## config.mk

```make
export PLATFORM = sky130hd
export DESIGN_NAME = audio_downward_expander_unit_flat
export DESIGN_NICKNAME = d
export VERILOG_FILES = /design/src/design/ade_pkg.sv /design/src/design/ade_if.sv /design/src/design/audio_downward_expander_unit.sv /design/src/design/ade_divider.sv /design/src/flat_wrapper.sv
export SDC_FILE = /design/constraint.sdc
export NUM_CORES = 2
export LEC_CHECK = 0
export BUFFER_PORTS_ARGS = -buffer_cell sky130_fd_sc_hd__buf_2
export CAP_MARGIN = 20
export CORE_ASPECT_RATIO = 2
export CORE_MARGIN = 5
export CORE_UTILIZATION = 45
export CTS_CLUSTER_SIZE = 20
export DETAILED_ROUTE_END_ITERATION = 12
export GPL_ROUTABILITY_DRIVEN = 0
export SETUP_SLACK_MARGIN = 0.02
export SKIP_LAST_GASP = 1
export SYNTH_ARGS = -nofsm -noshare
export SYNTH_HDL_FRONTEND = slang
export SYNTH_SLANG_ARGS = --single-unit
```

## constraint.sdc

```tcl
create_clock -name clock -period 13.6 [get_ports clock]
set_clock_uncertainty 0.1 [all_clocks]
set_input_delay 1.36 -clock clock [delete_from_list [all_inputs] [get_ports clock]]
set_output_delay 1.36 -clock clock [all_outputs]
set_load 0.01 [all_outputs]
```

## src/design/ade_pkg.sv

```systemverilog
package ade_pkg;

   localparam int DEF_SAMPLE_WIDTH    = 24;
   localparam int DEF_LOG_TABLE_DEPTH = 256;

   localparam int MUL_A_W = 34;
   localparam int MUL_B_W = 24;
   localparam int MUL_P_W = MUL_A_W + MUL_B_W;
   localparam int DIV_W   = 64;

   localparam int DB_PER_OCT_Q16 = 394566;
   localparam int OCT_PER_DB_Q16 = 10885;
   localparam int KNEE_MIN       = 26;

   localparam logic signed [15:0] RST_THRESHOLD = -16'sd2560;
   localparam logic [12:0]        RST_RATIO     = 13'd1280;
   localparam logic [12:0]        RST_KNEE      = 13'd0;
   localparam logic               RST_FORCE     = 1'b0;
   localparam logic [15:0]        RST_ATTACK    = 16'd65475;
   localparam logic [15:0]        RST_RELEASE   = 16'd65520;
   localparam logic [15:0]        RST_HOLD      = 16'd2400;

   typedef enum logic [2:0] {
      CSR_THRESHOLD,
      CSR_RATIO,
      CSR_KNEE,
      CSR_FORCE_HARD,
      CSR_ATTACK,
      CSR_RELEASE,
      CSR_HOLD
   } csr_index_type;

   typedef enum logic [4:0] {
      S_IDLE,
      S_NORM,
      S_IDX_MUL,
      S_IDX_RD,
      S_LV_MUL,
      S_LV_DB,
      S_CV_SEL,
      S_CV_HARD,
      S_CV_SQ,
      S_CV_DIV0,
      S_CV_DIV,
      S_SM_MUL,
      S_SM_UPD,
      S_EXP_MUL,
      S_EXP_SPLIT,
      S_FM_RD,
      S_FM_CMP,
      S_FIN_DIV,
      S_FIN_WAIT,
      S_OUT
   } state_type;

   // log2(1 + i/D) in Q0.16 by repeated squaring of the Q30 mantissa
   function automatic logic [15:0] ltab_entry(input logic [63:0] y0);
      logic [63:0] y;
      logic [15:0] r;
      y = y0;
      r = '0;
      for (int k = 0; k < 16; k++) begin
         y = (y * y) >> 30;
         r = {r[14:0], 1'b0};
         if (y >= (64'd1 << 31)) begin
            y = y >> 1;
            r[0] = 1'b1;
         end
      end
      return r;
   endfunction

   // shift right with round to nearest, ties away from zero
   function automatic logic signed [MUL_P_W-1:0] rnd_shr(
      input logic signed [MUL_P_W-1:0] x, input int unsigned sh);
      logic [MUL_P_W-1:0] m;
      logic [MUL_P_W-1:0] q;
      m = (x < 0) ? MUL_P_W'(-x) : MUL_P_W'(x);
      q = (m + (MUL_P_W'(1) << (sh - 1))) >> sh;
      return (x < 0) ? -$signed(q) : $signed(q);
   endfunction

endpackage

```

## src/design/ade_if.sv

```systemverilog
interface ade_req_if #(
   parameter int SAMPLE_WIDTH = ade_pkg::DEF_SAMPLE_WIDTH
);
   logic                    valid;
   logic                    ready;
   logic [SAMPLE_WIDTH-1:0] sample_in;

   modport source (output valid, output sample_in, input ready);
   modport sink (input valid, input sample_in, output ready);
endinterface

interface ade_rsp_if #(
   parameter int SAMPLE_WIDTH = ade_pkg::DEF_SAMPLE_WIDTH
);
   logic                    valid;
   logic                    ready;
   logic [SAMPLE_WIDTH-1:0] sample_out;
   logic [15:0]             gain_db;

   modport source (output valid, output sample_out, output gain_db, input ready);
   modport sink (input valid, input sample_out, input gain_db, output ready);
endinterface

```

## src/design/audio_downward_expander_unit.sv

```systemverilog
// Channel  Dir  Handshake     Payload
// req      in   valid/ready   sample_in (SAMPLE_WIDTH b signed)
// rsp      out  valid/ready   sample_out (SAMPLE_WIDTH b signed), gain_db (Q7.8)
// csr      in   csr_we        csr_index (3 b), csr_wdata (16 b)
//
// One sample at a time; a zero sample goes straight to the output. The 64-step
// shared restoring divider, one shared multiplier and a binary search over the
// log table do the work.
// Synchronous active-high reset restores the register defaults and 0 dB gain.
// A finished result waits in the output register; the next sample is taken meanwhile.
module audio_downward_expander_unit #(
   parameter int SAMPLE_WIDTH    = ade_pkg::DEF_SAMPLE_WIDTH,
   parameter int LOG_TABLE_DEPTH = ade_pkg::DEF_LOG_TABLE_DEPTH
) (
   input  logic        clock,
   input  logic        reset,
   ade_req_if.sink     req,
   ade_rsp_if.source   rsp,
   input  logic        csr_we,
   input  logic [2:0]  csr_index,
   input  logic [15:0] csr_wdata
);
   localparam int W          = SAMPLE_WIDTH;
   localparam int D          = LOG_TABLE_DEPTH;
   localparam int IDX_W      = $clog2(D);
   localparam int LZ_W       = $clog2(W);
   localparam int NORM_STEPS = $clog2(W);
   localparam int K_W        = $clog2(NORM_STEPS);
   localparam int AW         = ade_pkg::MUL_A_W;
   localparam int BW         = ade_pkg::MUL_B_W;
   localparam int PW         = ade_pkg::MUL_P_W;
   localparam int DW         = ade_pkg::DIV_W;

   // log table
   logic [15:0] ltab [D];
   for (genvar gi = 0; gi < D; gi++) begin : g_ltab
      localparam logic [63:0] Y0 = ((64'(D) + 64'(gi)) << 30) / 64'(D);
      assign ltab[gi] = ade_pkg::ltab_entry(Y0);
   end

   ade_pkg::state_type state_ff, state_in;

   logic signed [15:0] thr_ff;
   logic [12:0]        ratio_ff, knee_ff;
   logic               force_ff;
   logic [15:0]        att_ff, rel_ff, hold_ff;

   logic               negx_ff, negx_in;
   logic [W-1:0]       mag_ff, mag_in;
   logic [W-1:0]       nrm_ff, nrm_in;
   logic [LZ_W-1:0]    lz_ff, lz_in;
   logic [K_W-1:0]     k_ff, k_in;
   logic signed [17:0] d_ff, d_in;
   logic signed [16:0] gc_ff, gc_in;
   logic               sgn_ff, sgn_in;
   logic signed [31:0] s_ff, s_in;
   logic [15:0]        cnt_ff, cnt_in;
   logic [5:0]         ssh_ff, ssh_in;
   logic [16:0]        t_ff, t_in;
   logic [IDX_W-1:0]   lo_ff, lo_in, hi_ff, hi_in;
   logic [W-1:0]       ymag_ff, ymag_in;
   logic [15:0]        rom_q_ff;
   logic [IDX_W-1:0]   rom_addr;
   logic signed [PW-1:0] prod_ff;
   logic signed [AW-1:0] mul_a;
   logic signed [BW-1:0] mul_b;

   logic               rsp_valid_ff;
   logic [W-1:0]       rsp_sample_ff;
   logic [15:0]        rsp_gain_ff;
   logic               out_load;

   logic               div_start, div_done;
   logic [DW-1:0]      div_dividend, div_divisor, div_quotient;

   // shared decode
   logic [W-1:0]       raw_mag;
   int unsigned        sh;
   logic               top_zero;
   logic signed [22:0] neg_s;
   logic [PW-1:0]      dbm;
   logic signed [16:0] xdb;
   logic signed [19:0] v, two_w;
   logic               hard_mode, use_hard, v_pos;
   logic signed [PW-1:0] gcv;
   logic [PW-1:0]      m_abs;
   logic [DW-1:0]      q_clip;
   logic signed [33:0] g_ext, s_ext, diff;
   logic               do_att, do_rel;
   logic signed [PW-1:0] e_val;
   logic [IDX_W:0]     span;
   logic [IDX_W-1:0]   mid;
   logic [DW-1:0]      den;

   always_comb begin
      raw_mag   = req.sample_in[W-1] ? (W'(0) - req.sample_in) : req.sample_in;
      sh        = 1 << k_ff;
      top_zero  = (nrm_ff >> (W - sh)) == '0;
      neg_s     = $signed(23'({lz_ff, 16'h0000})) - $signed(23'(rom_q_ff));
      dbm       = PW'((prod_ff + PW'(64'd8388608)) >>> 24);
      if (dbm > PW'(32768)) begin
         dbm = PW'(32768);
      end
      xdb       = -$signed(17'(dbm));
      two_w     = 20'({knee_ff, 1'b0});
      v         = (20'(d_ff) <<< 1) - $signed(20'(knee_ff));
      hard_mode = force_ff || (knee_ff < 13'(ade_pkg::KNEE_MIN));
      use_hard  = hard_mode || ((v + two_w) < 0);
      v_pos     = v > 0;
      gcv       = ade_pkg::rnd_shr(prod_ff, 8);
      m_abs     = (prod_ff < 0) ? PW'(-prod_ff) : PW'(prod_ff);
      q_clip    = (div_quotient > DW'(32768)) ? DW'(32768) : div_quotient;
      g_ext     = 34'($signed({gc_ff, 16'h0000}));
      s_ext     = 34'(s_ff);
      diff      = g_ext - s_ext;
      do_att    = (cnt_ff >= hold_ff) && (g_ext < s_ext);
      do_rel    = !do_att && (g_ext > s_ext);
      e_val     = (prod_ff + PW'(64'd8388608)) >>> 24;
      span      = (IDX_W+1)'(hi_ff) - (IDX_W+1)'(lo_ff) + 1'b1;
      mid       = lo_ff + IDX_W'(span >> 1);
      den       = DW'(D) << ssh_ff;
   end

   // next state
   always_comb begin
      state_in = state_ff;
      unique case (state_ff)
         ade_pkg::S_IDLE: begin
            if (req.valid) begin
               state_in = (raw_mag == '0) ? ade_pkg::S_OUT : ade_pkg::S_NORM;
            end
         end
         ade_pkg::S_NORM: begin
            if (k_ff == '0) begin
               state_in = ade_pkg::S_IDX_MUL;
            end
         end
         ade_pkg::S_IDX_MUL:   state_in = ade_pkg::S_IDX_RD;
         ade_pkg::S_IDX_RD:    state_in = ade_pkg::S_LV_MUL;
         ade_pkg::S_LV_MUL:    state_in = ade_pkg::S_LV_DB;
         ade_pkg::S_LV_DB:     state_in = ade_pkg::S_CV_SEL;
         ade_pkg::S_CV_SEL: begin
            if (use_hard) begin
               state_in = (d_ff < 0) ? ade_pkg::S_CV_HARD : ade_pkg::S_SM_MUL;
            end else begin
               state_in = v_pos ? ade_pkg::S_SM_MUL : ade_pkg::S_CV_SQ;
            end
         end
         ade_pkg::S_CV_HARD:   state_in = ade_pkg::S_SM_MUL;
         ade_pkg::S_CV_SQ:     state_in = ade_pkg::S_CV_DIV0;
         ade_pkg::S_CV_DIV0:   state_in = ade_pkg::S_CV_DIV;
         ade_pkg::S_CV_DIV: begin
            if (div_done) begin
               state_in = ade_pkg::S_SM_MUL;
            end
         end
         ade_pkg::S_SM_MUL: begin
            state_in = (do_att || do_rel) ? ade_pkg::S_SM_UPD : ade_pkg::S_EXP_MUL;
         end
         ade_pkg::S_SM_UPD:    state_in = ade_pkg::S_EXP_MUL;
         ade_pkg::S_EXP_MUL:   state_in = ade_pkg::S_EXP_SPLIT;
         ade_pkg::S_EXP_SPLIT: begin
            state_in = (e_val[15:0] == '0) ? ade_pkg::S_FIN_DIV : ade_pkg::S_FM_RD;
         end
         ade_pkg::S_FM_RD: begin
            state_in = (lo_ff < hi_ff) ? ade_pkg::S_FM_CMP : ade_pkg::S_FIN_DIV;
         end
         ade_pkg::S_FM_CMP:    state_in = ade_pkg::S_FM_RD;
         ade_pkg::S_FIN_DIV:   state_in = ade_pkg::S_FIN_WAIT;
         ade_pkg::S_FIN_WAIT: begin
            if (div_done) begin
               state_in = ade_pkg::S_OUT;
            end
         end
         ade_pkg::S_OUT: begin
            if (!rsp_valid_ff || rsp.ready) begin
               state_in = ade_pkg::S_IDLE;
            end
         end
         default: state_in = ade_pkg::S_IDLE;
      endcase
   end

   // datapath
   always_comb begin
      negx_in      = negx_ff;
      mag_in       = mag_ff;
      nrm_in       = nrm_ff;
      lz_in        = lz_ff;
      k_in         = k_ff;
      d_in         = d_ff;
      gc_in        = gc_ff;
      sgn_in       = sgn_ff;
      s_in         = s_ff;
      cnt_in       = cnt_ff;
      ssh_in       = ssh_ff;
      t_in         = t_ff;
      lo_in        = lo_ff;
      hi_in        = hi_ff;
      ymag_in      = ymag_ff;
      mul_a        = '0;
      mul_b        = '0;
      rom_addr     = IDX_W'(prod_ff >>> (W - 1));
      div_start    = 1'b0;
      div_dividend = '0;
      div_divisor  = '0;
      out_load     = 1'b0;
      unique case (state_ff)
         ade_pkg::S_IDLE: begin
            negx_in = req.sample_in[W-1];
            mag_in  = raw_mag;
            nrm_in  = raw_mag;
            lz_in   = '0;
            k_in    = K_W'(NORM_STEPS - 1);
            ymag_in = '0;
         end
         ade_pkg::S_NORM: begin
            if (top_zero) begin
               nrm_in = nrm_ff << sh;
               lz_in  = lz_ff + LZ_W'(sh);
            end
            k_in = k_ff - 1'b1;
         end
         ade_pkg::S_IDX_MUL: begin
            mul_a = AW'(nrm_ff[W-2:0]);
            mul_b = BW'(D);
         end
         ade_pkg::S_IDX_RD: begin
            rom_addr = IDX_W'(prod_ff >>> (W - 1));
         end
         ade_pkg::S_LV_MUL: begin
            mul_a = (neg_s < 0) ? '0 : AW'(neg_s);
            mul_b = BW'(ade_pkg::DB_PER_OCT_Q16);
         end
         ade_pkg::S_LV_DB: begin
            d_in = 18'(xdb) - 18'(thr_ff);
         end
         ade_pkg::S_CV_SEL: begin
            gc_in = '0;
            if (use_hard) begin
               mul_a = AW'(d_ff);
               mul_b = BW'($signed({1'b0, ratio_ff})) - BW'(256);
            end else begin
               mul_a = AW'(v);
               mul_b = BW'(v);
            end
         end
         ade_pkg::S_CV_HARD: begin
            if (gcv > 0) begin
               gc_in = '0;
            end else if (gcv < -PW'(32768)) begin
               gc_in = -17'sd32768;
            end else begin
               gc_in = 17'(gcv);
            end
         end
         ade_pkg::S_CV_SQ: begin
            mul_a = AW'(prod_ff);
            mul_b = BW'(256) - BW'($signed({1'b0, ratio_ff}));
         end
         ade_pkg::S_CV_DIV0: begin
            sgn_in       = prod_ff < 0;
            div_start    = 1'b1;
            div_dividend = DW'(m_abs) + DW'({knee_ff, 10'b0});
            div_divisor  = DW'({knee_ff, 11'b0});
         end
         ade_pkg::S_CV_DIV: begin
            if (div_done) begin
               gc_in = sgn_ff ? -$signed(17'(q_clip)) : '0;
            end
         end
         ade_pkg::S_SM_MUL: begin
            mul_a = diff;
            mul_b = do_att ? BW'(17'h10000 - 17'(att_ff)) : BW'(17'h10000 - 17'(rel_ff));
            if (do_rel) begin
               cnt_in = '0;
            end else if (!do_att && (cnt_ff < hold_ff)) begin
               cnt_in = cnt_ff + 1'b1;
            end
         end
         ade_pkg::S_SM_UPD: begin
            s_in = s_ff + 32'(ade_pkg::rnd_shr(prod_ff, 16));
         end
         ade_pkg::S_EXP_MUL: begin
            mul_a = AW'(0) - AW'(s_ff);
            mul_b = BW'(ade_pkg::OCT_PER_DB_Q16);
         end
         ade_pkg::S_EXP_SPLIT: begin
            t_in  = 17'h10000 - 17'(e_val[15:0]);
            lo_in = '0;
            hi_in = IDX_W'(D - 1);
            if (e_val[15:0] == '0) begin
               ssh_in = 6'(e_val >>> 16);
               mul_a  = AW'(mag_ff);
               mul_b  = BW'(D);
            end else begin
               ssh_in = 6'(e_val >>> 16) + 1'b1;
            end
         end
         ade_pkg::S_FM_RD: begin
            rom_addr = mid;
            mul_a    = AW'(mag_ff);
            mul_b    = BW'(D) + BW'(lo_ff);
         end
         ade_pkg::S_FM_CMP: begin
            if (17'(rom_q_ff) <= t_ff) begin
               lo_in = mid;
            end else begin
               hi_in = mid - 1'b1;
            end
         end
         ade_pkg::S_FIN_DIV: begin
            div_start    = 1'b1;
            div_dividend = DW'(prod_ff) + (den >> 1);
            div_divisor  = den;
         end
         ade_pkg::S_FIN_WAIT: begin
            if (div_done) begin
               ymag_in = (div_quotient > DW'(mag_ff)) ? mag_ff : W'(div_quotient);
            end
         end
         ade_pkg::S_OUT: begin
            out_load = !rsp_valid_ff || rsp.ready;
         end
         default: begin
            out_load = 1'b0;
         end
      endcase
   end

   ade_divider u_div (
      .clock    (clock),
      .reset    (reset),
      .start    (div_start),
      .dividend (div_dividend),
      .divisor  (div_divisor),
      .done     (div_done),
      .quotient (div_quotient)
   );

   always_ff @(posedge clock) begin
      prod_ff  <= mul_a * mul_b;
      rom_q_ff <= ltab[rom_addr];
      negx_ff  <= negx_in;
      mag_ff   <= mag_in;
      nrm_ff   <= nrm_in;
      lz_ff    <= lz_in;
      k_ff     <= k_in;
      d_ff     <= d_in;
      gc_ff    <= gc_in;
      sgn_ff   <= sgn_in;
      ssh_ff   <= ssh_in;
      t_ff     <= t_in;
      lo_ff    <= lo_in;
      hi_ff    <= hi_in;
      ymag_ff  <= ymag_in;
      if (out_load) begin
         rsp_sample_ff <= negx_ff ? (W'(0) - ymag_ff) : ymag_ff;
         rsp_gain_ff   <= 16'(ade_pkg::rnd_shr(PW'(s_ff), 16));
      end
      if (reset) begin
         state_ff     <= ade_pkg::S_IDLE;
         rsp_valid_ff <= 1'b0;
         s_ff         <= '0;
         cnt_ff       <= '0;
         thr_ff       <= ade_pkg::RST_THRESHOLD;
         ratio_ff     <= ade_pkg::RST_RATIO;
         knee_ff      <= ade_pkg::RST_KNEE;
         force_ff     <= ade_pkg::RST_FORCE;
         att_ff       <= ade_pkg::RST_ATTACK;
         rel_ff       <= ade_pkg::RST_RELEASE;
         hold_ff      <= ade_pkg::RST_HOLD;
      end else begin
         state_ff <= state_in;
         s_ff     <= s_in;
         cnt_ff   <= cnt_in;
         if (out_load) begin
            rsp_valid_ff <= 1'b1;
         end else if (rsp.ready) begin
            rsp_valid_ff <= 1'b0;
         end
         if (csr_we) begin
            unique case (ade_pkg::csr_index_type'(csr_index))
               ade_pkg::CSR_THRESHOLD:  thr_ff   <= $signed(csr_wdata);
               ade_pkg::CSR_RATIO:      ratio_ff <= csr_wdata[12:0];
               ade_pkg::CSR_KNEE:       knee_ff  <= csr_wdata[12:0];
               ade_pkg::CSR_FORCE_HARD: force_ff <= csr_wdata[0];
               ade_pkg::CSR_ATTACK:     att_ff   <= csr_wdata;
               ade_pkg::CSR_RELEASE:    rel_ff   <= csr_wdata;
               ade_pkg::CSR_HOLD:       hold_ff  <= csr_wdata;
               default: begin
                  force_ff <= force_ff;
               end
            endcase
         end
      end
   end

   assign req.ready      = state_ff == ade_pkg::S_IDLE;
   assign rsp.valid      = rsp_valid_ff;
   assign rsp.sample_out = rsp_sample_ff;
   assign rsp.gain_db    = rsp_gain_ff;

endmodule

```

## src/design/ade_divider.sv

```systemverilog
module ade_divider (
   input  logic                       clock,
   input  logic                       reset,
   input  logic                       start,
   input  logic [ade_pkg::DIV_W-1:0]  dividend,
   input  logic [ade_pkg::DIV_W-1:0]  divisor,
   output logic                       done,
   output logic [ade_pkg::DIV_W-1:0]  quotient
);
   localparam int DW = ade_pkg::DIV_W;
   localparam int CW = $clog2(DW);

   logic [DW:0]   rem_ff, rem_in;
   logic [DW-1:0] quo_ff, quo_in;
   logic [DW-1:0] dsr_ff;
   logic [CW-1:0] cnt_ff, cnt_in;
   logic          busy_ff, busy_in;
   logic          done_ff, done_in;
   logic [DW:0]   shifted;
   logic          ge;

   always_comb begin
      shifted = {rem_ff[DW-1:0], quo_ff[DW-1]};
      ge      = shifted >= {1'b0, dsr_ff};
      rem_in  = rem_ff;
      quo_in  = quo_ff;
      cnt_in  = cnt_ff;
      busy_in = busy_ff;
      done_in = 1'b0;
      if (start) begin
         rem_in  = '0;
         quo_in  = dividend;
         cnt_in  = '0;
         busy_in = 1'b1;
      end else if (busy_ff) begin
         rem_in = ge ? (shifted - {1'b0, dsr_ff}) : shifted;
         quo_in = {quo_ff[DW-2:0], ge};
         cnt_in = cnt_ff + 1'b1;
         if (cnt_ff == CW'(DW - 1)) begin
            busy_in = 1'b0;
            done_in = 1'b1;
         end
      end
   end

   always_ff @(posedge clock) begin
      rem_ff <= rem_in;
      quo_ff <= quo_in;
      cnt_ff <= cnt_in;
      if (start) begin
         dsr_ff <= divisor;
      end
      if (reset) begin
         busy_ff <= 1'b0;
         done_ff <= 1'b0;
      end else begin
         busy_ff <= busy_in;
         done_ff <= done_in;
      end
   end

   assign done     = done_ff;
   assign quotient = quo_ff;

endmodule
```

## src/flat_wrapper.sv

```systemverilog
// flat-port wrapper written by rule: the top's interface ports become plain ports
module audio_downward_expander_unit_flat 
#(
   parameter int SAMPLE_WIDTH    = ade_pkg::DEF_SAMPLE_WIDTH,
   parameter int LOG_TABLE_DEPTH = ade_pkg::DEF_LOG_TABLE_DEPTH
)
  (clock, reset, csr_we, csr_index, csr_wdata, req_valid, req_sample_in, req_ready, rsp_valid, rsp_sample_out, rsp_gain_db, rsp_ready);
  ade_req_if #(.SAMPLE_WIDTH(SAMPLE_WIDTH)) req_i ();
  ade_rsp_if #(.SAMPLE_WIDTH(SAMPLE_WIDTH)) rsp_i ();
  input  logic clock;
  input  logic reset;
  input  logic csr_we;
  input  logic [2:0] csr_index;
  input  logic [15:0] csr_wdata;
  input wire logic [$bits(req_i.valid)-1:0] req_valid;
  input wire logic [$bits(req_i.sample_in)-1:0] req_sample_in;
  output wire logic [$bits(req_i.ready)-1:0] req_ready;
  output wire logic [$bits(rsp_i.valid)-1:0] rsp_valid;
  output wire logic [$bits(rsp_i.sample_out)-1:0] rsp_sample_out;
  output wire logic [$bits(rsp_i.gain_db)-1:0] rsp_gain_db;
  input wire logic [$bits(rsp_i.ready)-1:0] rsp_ready;
  assign req_i.valid = req_valid;
  assign req_i.sample_in = req_sample_in;
  assign req_ready = req_i.ready;
  assign rsp_valid = rsp_i.valid;
  assign rsp_sample_out = rsp_i.sample_out;
  assign rsp_gain_db = rsp_i.gain_db;
  assign rsp_i.ready = rsp_ready;
  audio_downward_expander_unit #(.SAMPLE_WIDTH(SAMPLE_WIDTH), .LOG_TABLE_DEPTH(LOG_TABLE_DEPTH)) u_core (.clock(clock), .reset(reset), .req(req_i), .rsp(rsp_i), .csr_we(csr_we), .csr_index(csr_index), .csr_wdata(csr_wdata));
endmodule
```

### After elaboration in Yosys (flattened, before gate mapping)

Memory sizes are Yosys's and may differ from the RTL's. A register that Yosys moved wholly into a read port is not among the register bits.
Cells that the tools add are included.

* $add $sub $neg: 39
* magnitude comparators: 19
* shift-type cells: 4
* multiplexer cells: 64
* multipliers: 1
* bitwise logic cells: 2
* eq/ne operators: 34
* reductions and logical operators: 38

Operators with widths (number)
* $pmux W34 S8: 1
* $pmux W64 S2: 2
* $mux W24: 8
* $mux W64: 3
* $pmux W24 S8: 1
* $mux W58: 2
* $mux W17: 6
* $pmux W5 S20: 1
* $pmux W24 S2: 2
* $mux W34: 2
* $ge A65 B64 Y1: 1
* $add A64 B63 Y64: 1
* $gt A64 B16 Y1 const B: 1
* $gt A64 B24 Y1: 1
* $lt A32 B1 Y1 const B: 2
* $mux W32: 2
* $neg A32 Y32: 2
* $shl A9 B6 Y64 const A: 1
* $sub A64 B64 Y64: 1
* $add A58 B23 Y59: 1
* $add A58 B24 Y58 const B: 1
* $add A58 B8 Y58 const B: 1
* $gt A58 B1 Y1 const B: 1
* $lt A58 B1 Y1 const B: 1
* other kinds (82): 156

* memories kept: 1
* output and inout bits: 42
* bits in registers: 599
* bits of input ports: 48
* logic and storage cells: 235
* bits in read-only memories: 4096

Memory list
* (no name shown): depth 256, width 16, read ports 1, clocked after Yosys merged registers in 1, wr ports 0, RTL line audio_downward_expander_unit.sv:343 `rom_q_ff <= ltab[rom_addr];`

### Longest topological paths before layout

* depth after elaboration: 9
* depth in mapped cells: 56
* depth with buffers taken out: 53

### Cells and area by module

Synthesis repeated with hierarchy kept, for this count alone.

* cell total of the unflattened synthesis: 10457
* area total of the unflattened synthesis: 85650.9 µm²

Modules (own cells, without submodules)
* audio_downward_expander_unit: instances 1, cells each 9204, area an instance 73291.5 µm²
* ade_divider: instances 1, cells each 1253, area an instance 12359.4 µm²

### Worst setup path after synthesis

Ideal clock, no wire load.

* path kind: reg-to-reg
* start point: register u_core.s_ff[23]
* end point: register u_core.prod_ff[42]
* buffers on the path: 6
* path slack: 0.866 ns
* period minus slack after synthesis: 12.734 ns
* arrival: 12.512 ns
* stages on the path, launching flop included: 53
* required time: 13.378 ns
* cells stage by stage: dfxtp_1 clkbuf_1 inv_1 ha_1 a21o_1 a21o_1 a21oi_1 nand2_1 a31oi_1 o21ai_0 a21o_1 a21o_1 o2bb2ai_1 a21oi_1 clkbuf_1 clkbuf_1 clkbuf_1 mux2i_1 (+17 left out) fa_1 inv_1 ha_1 a21o_1 a21o_1 nor2_1 o211ai_1 a31o_2 a211oi_1 o41ai_1 a31o_2 a221o_1 a211oi_1 nor2_1 o21a_1 o21ai_0 nand2b_1 xor2_1

* cells in the longest elaborated chain, start to end: 5
* elaborated cells between the ends (all ways): 8

RTL lines
* start: declaration: RTL line audio_downward_expander_unit.sv:56 `logic signed [31:0] s_ff, s_in;`
* start signal: assignment: RTL line audio_downward_expander_unit.sv:375 `s_ff <= s_in;`
* $lt A33 B32 Y1: RTL line audio_downward_expander_unit.sv:116 `do_att = (cnt_ff >= hold_ff) && (g_ext < s_ext);`
* $logic_and A1 B1 Y1: RTL line audio_downward_expander_unit.sv:116
* $mux W24: RTL line audio_downward_expander_unit.sv:274 `mul_b = do_att ? BW'(17'h10000 - 17'(att_ff)) : BW'(17'h10000 - 17'(rel_ff));`
* $pmux W24 S8: RTL line audio_downward_expander_unit.sv:208 `unique case (state_ff)`
* $mul A34 B24 Y58 (*): RTL line audio_downward_expander_unit.sv:342 `prod_ff <= mul_a * mul_b;`
* end signal: assignment: RTL line audio_downward_expander_unit.sv:342
* end: declaration: RTL line audio_downward_expander_unit.sv:64 `logic signed [PW-1:0] prod_ff;`

Mark *: on every way between the ends. The rest lies on a longest branch, timed or not.
A chain may end at the register's enable or synchronous reset.

### Final worst setup path

* start point: register u_core.prod_ff[24]
* end point: register u_core.prod_ff[57]

* cells in the longest elaborated chain, start to end: 5
* elaborated cells between the ends (all ways): 7

RTL lines
* $add A58 B24 Y58
* $logic_not A16 Y1: RTL line audio_downward_expander_unit.sv:292 `if (e_val[15:0] == '0) begin`
* $mux W24 or $mux W9 (tied branches): RTL line audio_downward_expander_unit.sv:292
* $pmux W34 S8 or $pmux W24 S8 (tied branches): RTL line audio_downward_expander_unit.sv:208
* $mul A34 B24 Y58 (*): RTL line audio_downward_expander_unit.sv:342

Marks and branches as above.

==> results.cfg <==
[sta]
max_slew_margin_pct = -16.8
finalWorstSetupSlack_ns = 0.543
worstMarginPinSlew_ns = 1.75
setup_viol = 0
max_freq_mhz = 76.6
grt_setup_unrepaired = yes
min_period_ns = 13.06
fin_crit_sh_pct = 96.0
fin_hold_ws_ns = 0.357
fin_setup_tns_ns = 0
slew_viol_final = 2
hold_violations = 0

[critical_path]
cp_data_required_time_ns = 14.13
worst-r2r-cell-count = 44
crit_path_top_delay_cell = dfxtp_1
critical_path.most_common_cell = fa_1
cp.arrival_ns = 13.59
critPathKind = register to register
worst_setup_path_start_kind = register
critPathMaxFanout = 22
cpPeakStageDelay_ns = 0.72
endpoint_kind = register

[yosys]
syn_inst = 10200
synth.most_common_cell = inv_1
synth_top_area_share_pct = 20.0
yosysTopAreaCell = fa_1
ys_seq_area_share_pct = 18.4
synth-edff-count = 316
avgSynthCellArea_um2 = 8.19
synth_cell_types = 116
netlist_area_mm2 = 0.0832
synth-async-reset-ratio_pct = 0
synth_seq_cells = 607
synth_area_leaders = fa_1, edfxtp_1, ha_1, dfxtp_1, inv_1
yosysWarnings = 0
synth_ff_type = edfxtp_1
synth_top_cells_by_count = inv_1, nand2_1, fa_1, nor2_1, a21oi_1
syn_nets = 11600

[status]
status = complete, but fails checks
violations = slew limit

[drt]
wl_um = 360000
routed-via-count = 80000
remaining_drc_errors = 0
wire_per_inst_um = 28.7
dr.pass1.iters = 13
antenna_left = 0
drt_iter0_markers = 9161
via_per_inst = 6.37

[floorplan]
die_w_um = 314
dieHeight_um = 618
io_pins = 90
rows = 223
core_area_mm2 = 0.184
start_util_pct = 45.2
die-area_mm2 = 0.194

[cts]
cts_tree = yes
clk-insertion-delay-late_ns = 0.71
root_buffer = clkbuf_16
cts_inserted_buffers = 66
hold_buffers = 0
clk_path_buf_depth = 3
path_clk_slew_ns = 0.08
cts_htree_levels = 3
cts.sinks = 607

[layout]
layout-drive-gt1-share_pct = 7.64
fin_nets = 11500
design_area_mm2 = 0.0902
areaGrowthSynthToFinish_pct = 8.48

[pwr]
p_per_area_mw_per_mm2 = 127
power_leakage_uw = 0.0399
ir_worst_vdd_mv = 0.169

[place]
numPortBuffers = 89
dp_hpwl_um = 285000
pre_cts_slack_ns = 0.568
dpl-instance-area_mm2 = 0.0875

[global_routing]
grt_util_all_layers_pct = 36.5
grt_pass1_vias = 81300
grt_start_max_net_pins = 80
grt_pass1_wl_um = 525000
overflow = 0
antenna_found_initial = 25

[job]
maxCapViolCount = 0

[min_path]
hp-class = register to register
hold_depth = 2
[path summary, 6_finish.rpt]
check,slack (ns),end,startpoint
worst min-delay path,0.36,u_core.thr_ff[2],u_core.thr_ff[2]
worst max-delay path,0.54,u_core.prod_ff[57],u_core.prod_ff[24]
worst max register to register,0.54,u_core.prod_ff[57],u_core.prod_ff[24]
worst min register to register,0.36,u_core.thr_ff[2],u_core.thr_ff[2]
[kinds of logic (layout without fill, tap and decap cells)]
group                    count (synthesis)  count (layout)  synth area share, %
AO/OA/AOI/OAI                         2201            2201                 17.3
XOR/XNOR                               664             664                 7.03
adder cells (fa/ha/maj)               1351            1351                 27.8
buffers and inverters                 1813            1837                 8.32
flip-flops                             607             607                 18.4
multiplexers                           124             124                 1.66
other                                    0              12                    0
AND/OR/NAND/NOR                       3397            3397                 19.5
[placed cells by master, fill, tap and decap left out, drive strengths merged, types with 53 or more instances in the layout]
cell type,n
inv,1291
nand2,1246
fa,830
nor2,794
a21oi,601
ha,520
o21ai,510
xnor2,429
buf,423
edfxtp,316
dfxtp,291
xor2,235
nor3,211
nand3,197
nor2b,160
a21o,153
and2,106
nor4,104
mux2i,100
nand2b,99
nand4,98
or3,90
o211ai,87
clkbuf,87
o31ai,71
a211oi,69
a31oi,66
or4,64
o22ai,60
a22oi,55
or2,54
and3,53
[report_power, final]
group	switching (uW)	internal, uW	leakage, uW
logic	4560	2210	0.0335
clock network	913	1050	0.00109
registers	430	2340	0.00532
total	5900	5600	0.0399
[through the flow]
stage	utilization (%)	cells	total power, uW
3_5_place_dp	47.5	12400	8980
6_report	49.0	12600	11500
3_3_place_gp	47.5	12400	8890
4_1_cts	48.7	12500	10900
5_1_grt	49.0	12500	12000
2_1_floorplan	-	10200	6680
[flip-flops by register name, summed over array words and instances (netlist names), 17 cells and up]
signal and cells:
u_core.u_div.quotient 64, u_core.u_div.rem_ff 64, u_core.prod_ff 58, u_core.u_div.dsr_ff 56, u_core.s_ff 32, u_core.mag_ff 24
u_core.nrm_ff 24, u_core.rsp.sample_out 24, u_core.ymag_ff 24, u_core.d_ff 18, u_core.gc_ff 17, u_core.t_ff 17
[area by class of cell]
cell class                      count  area [um2]
Fill cell                       17800       93900
Antenna cell                       12        30.0
Clock buffer                       81        1800
Clock inverter                     41         487
Timing Repair Buffer              429        3330
Sequential cell                   607       15300
Tap cell                         2362        2960
Multi-Input combinational cell   7737       61500
Inverter                         1286        4830
[critical path, delay by kind of cell (launching register included)]
kind	cells	cell delay, ns
buffers and inverters	7	0.77
AND/OR/NAND/NOR	12	2.86
adder cells (fa/ha/maj)	9	4.08
XOR/XNOR	2	0.43
AO/OA/AOI/OAI	14	3.98
flip-flops	1	0.72
[per-layer routing]
layer | routed length (um) | global-route usage [%]
met3 | 30200 | 9.90
met2 | 172000 | 61.9
met4 | 54800 | 41.1
met5 | 126 | 0
met1 | 103000 | 32.9
[repair_timing]
item	4_1_cts	5_1_grt
resized for setup	0	18
buffers inserted	0	7
endpoints found under the setup margin	0	20
Note: power is estimated with default switching activity, not from simulation.
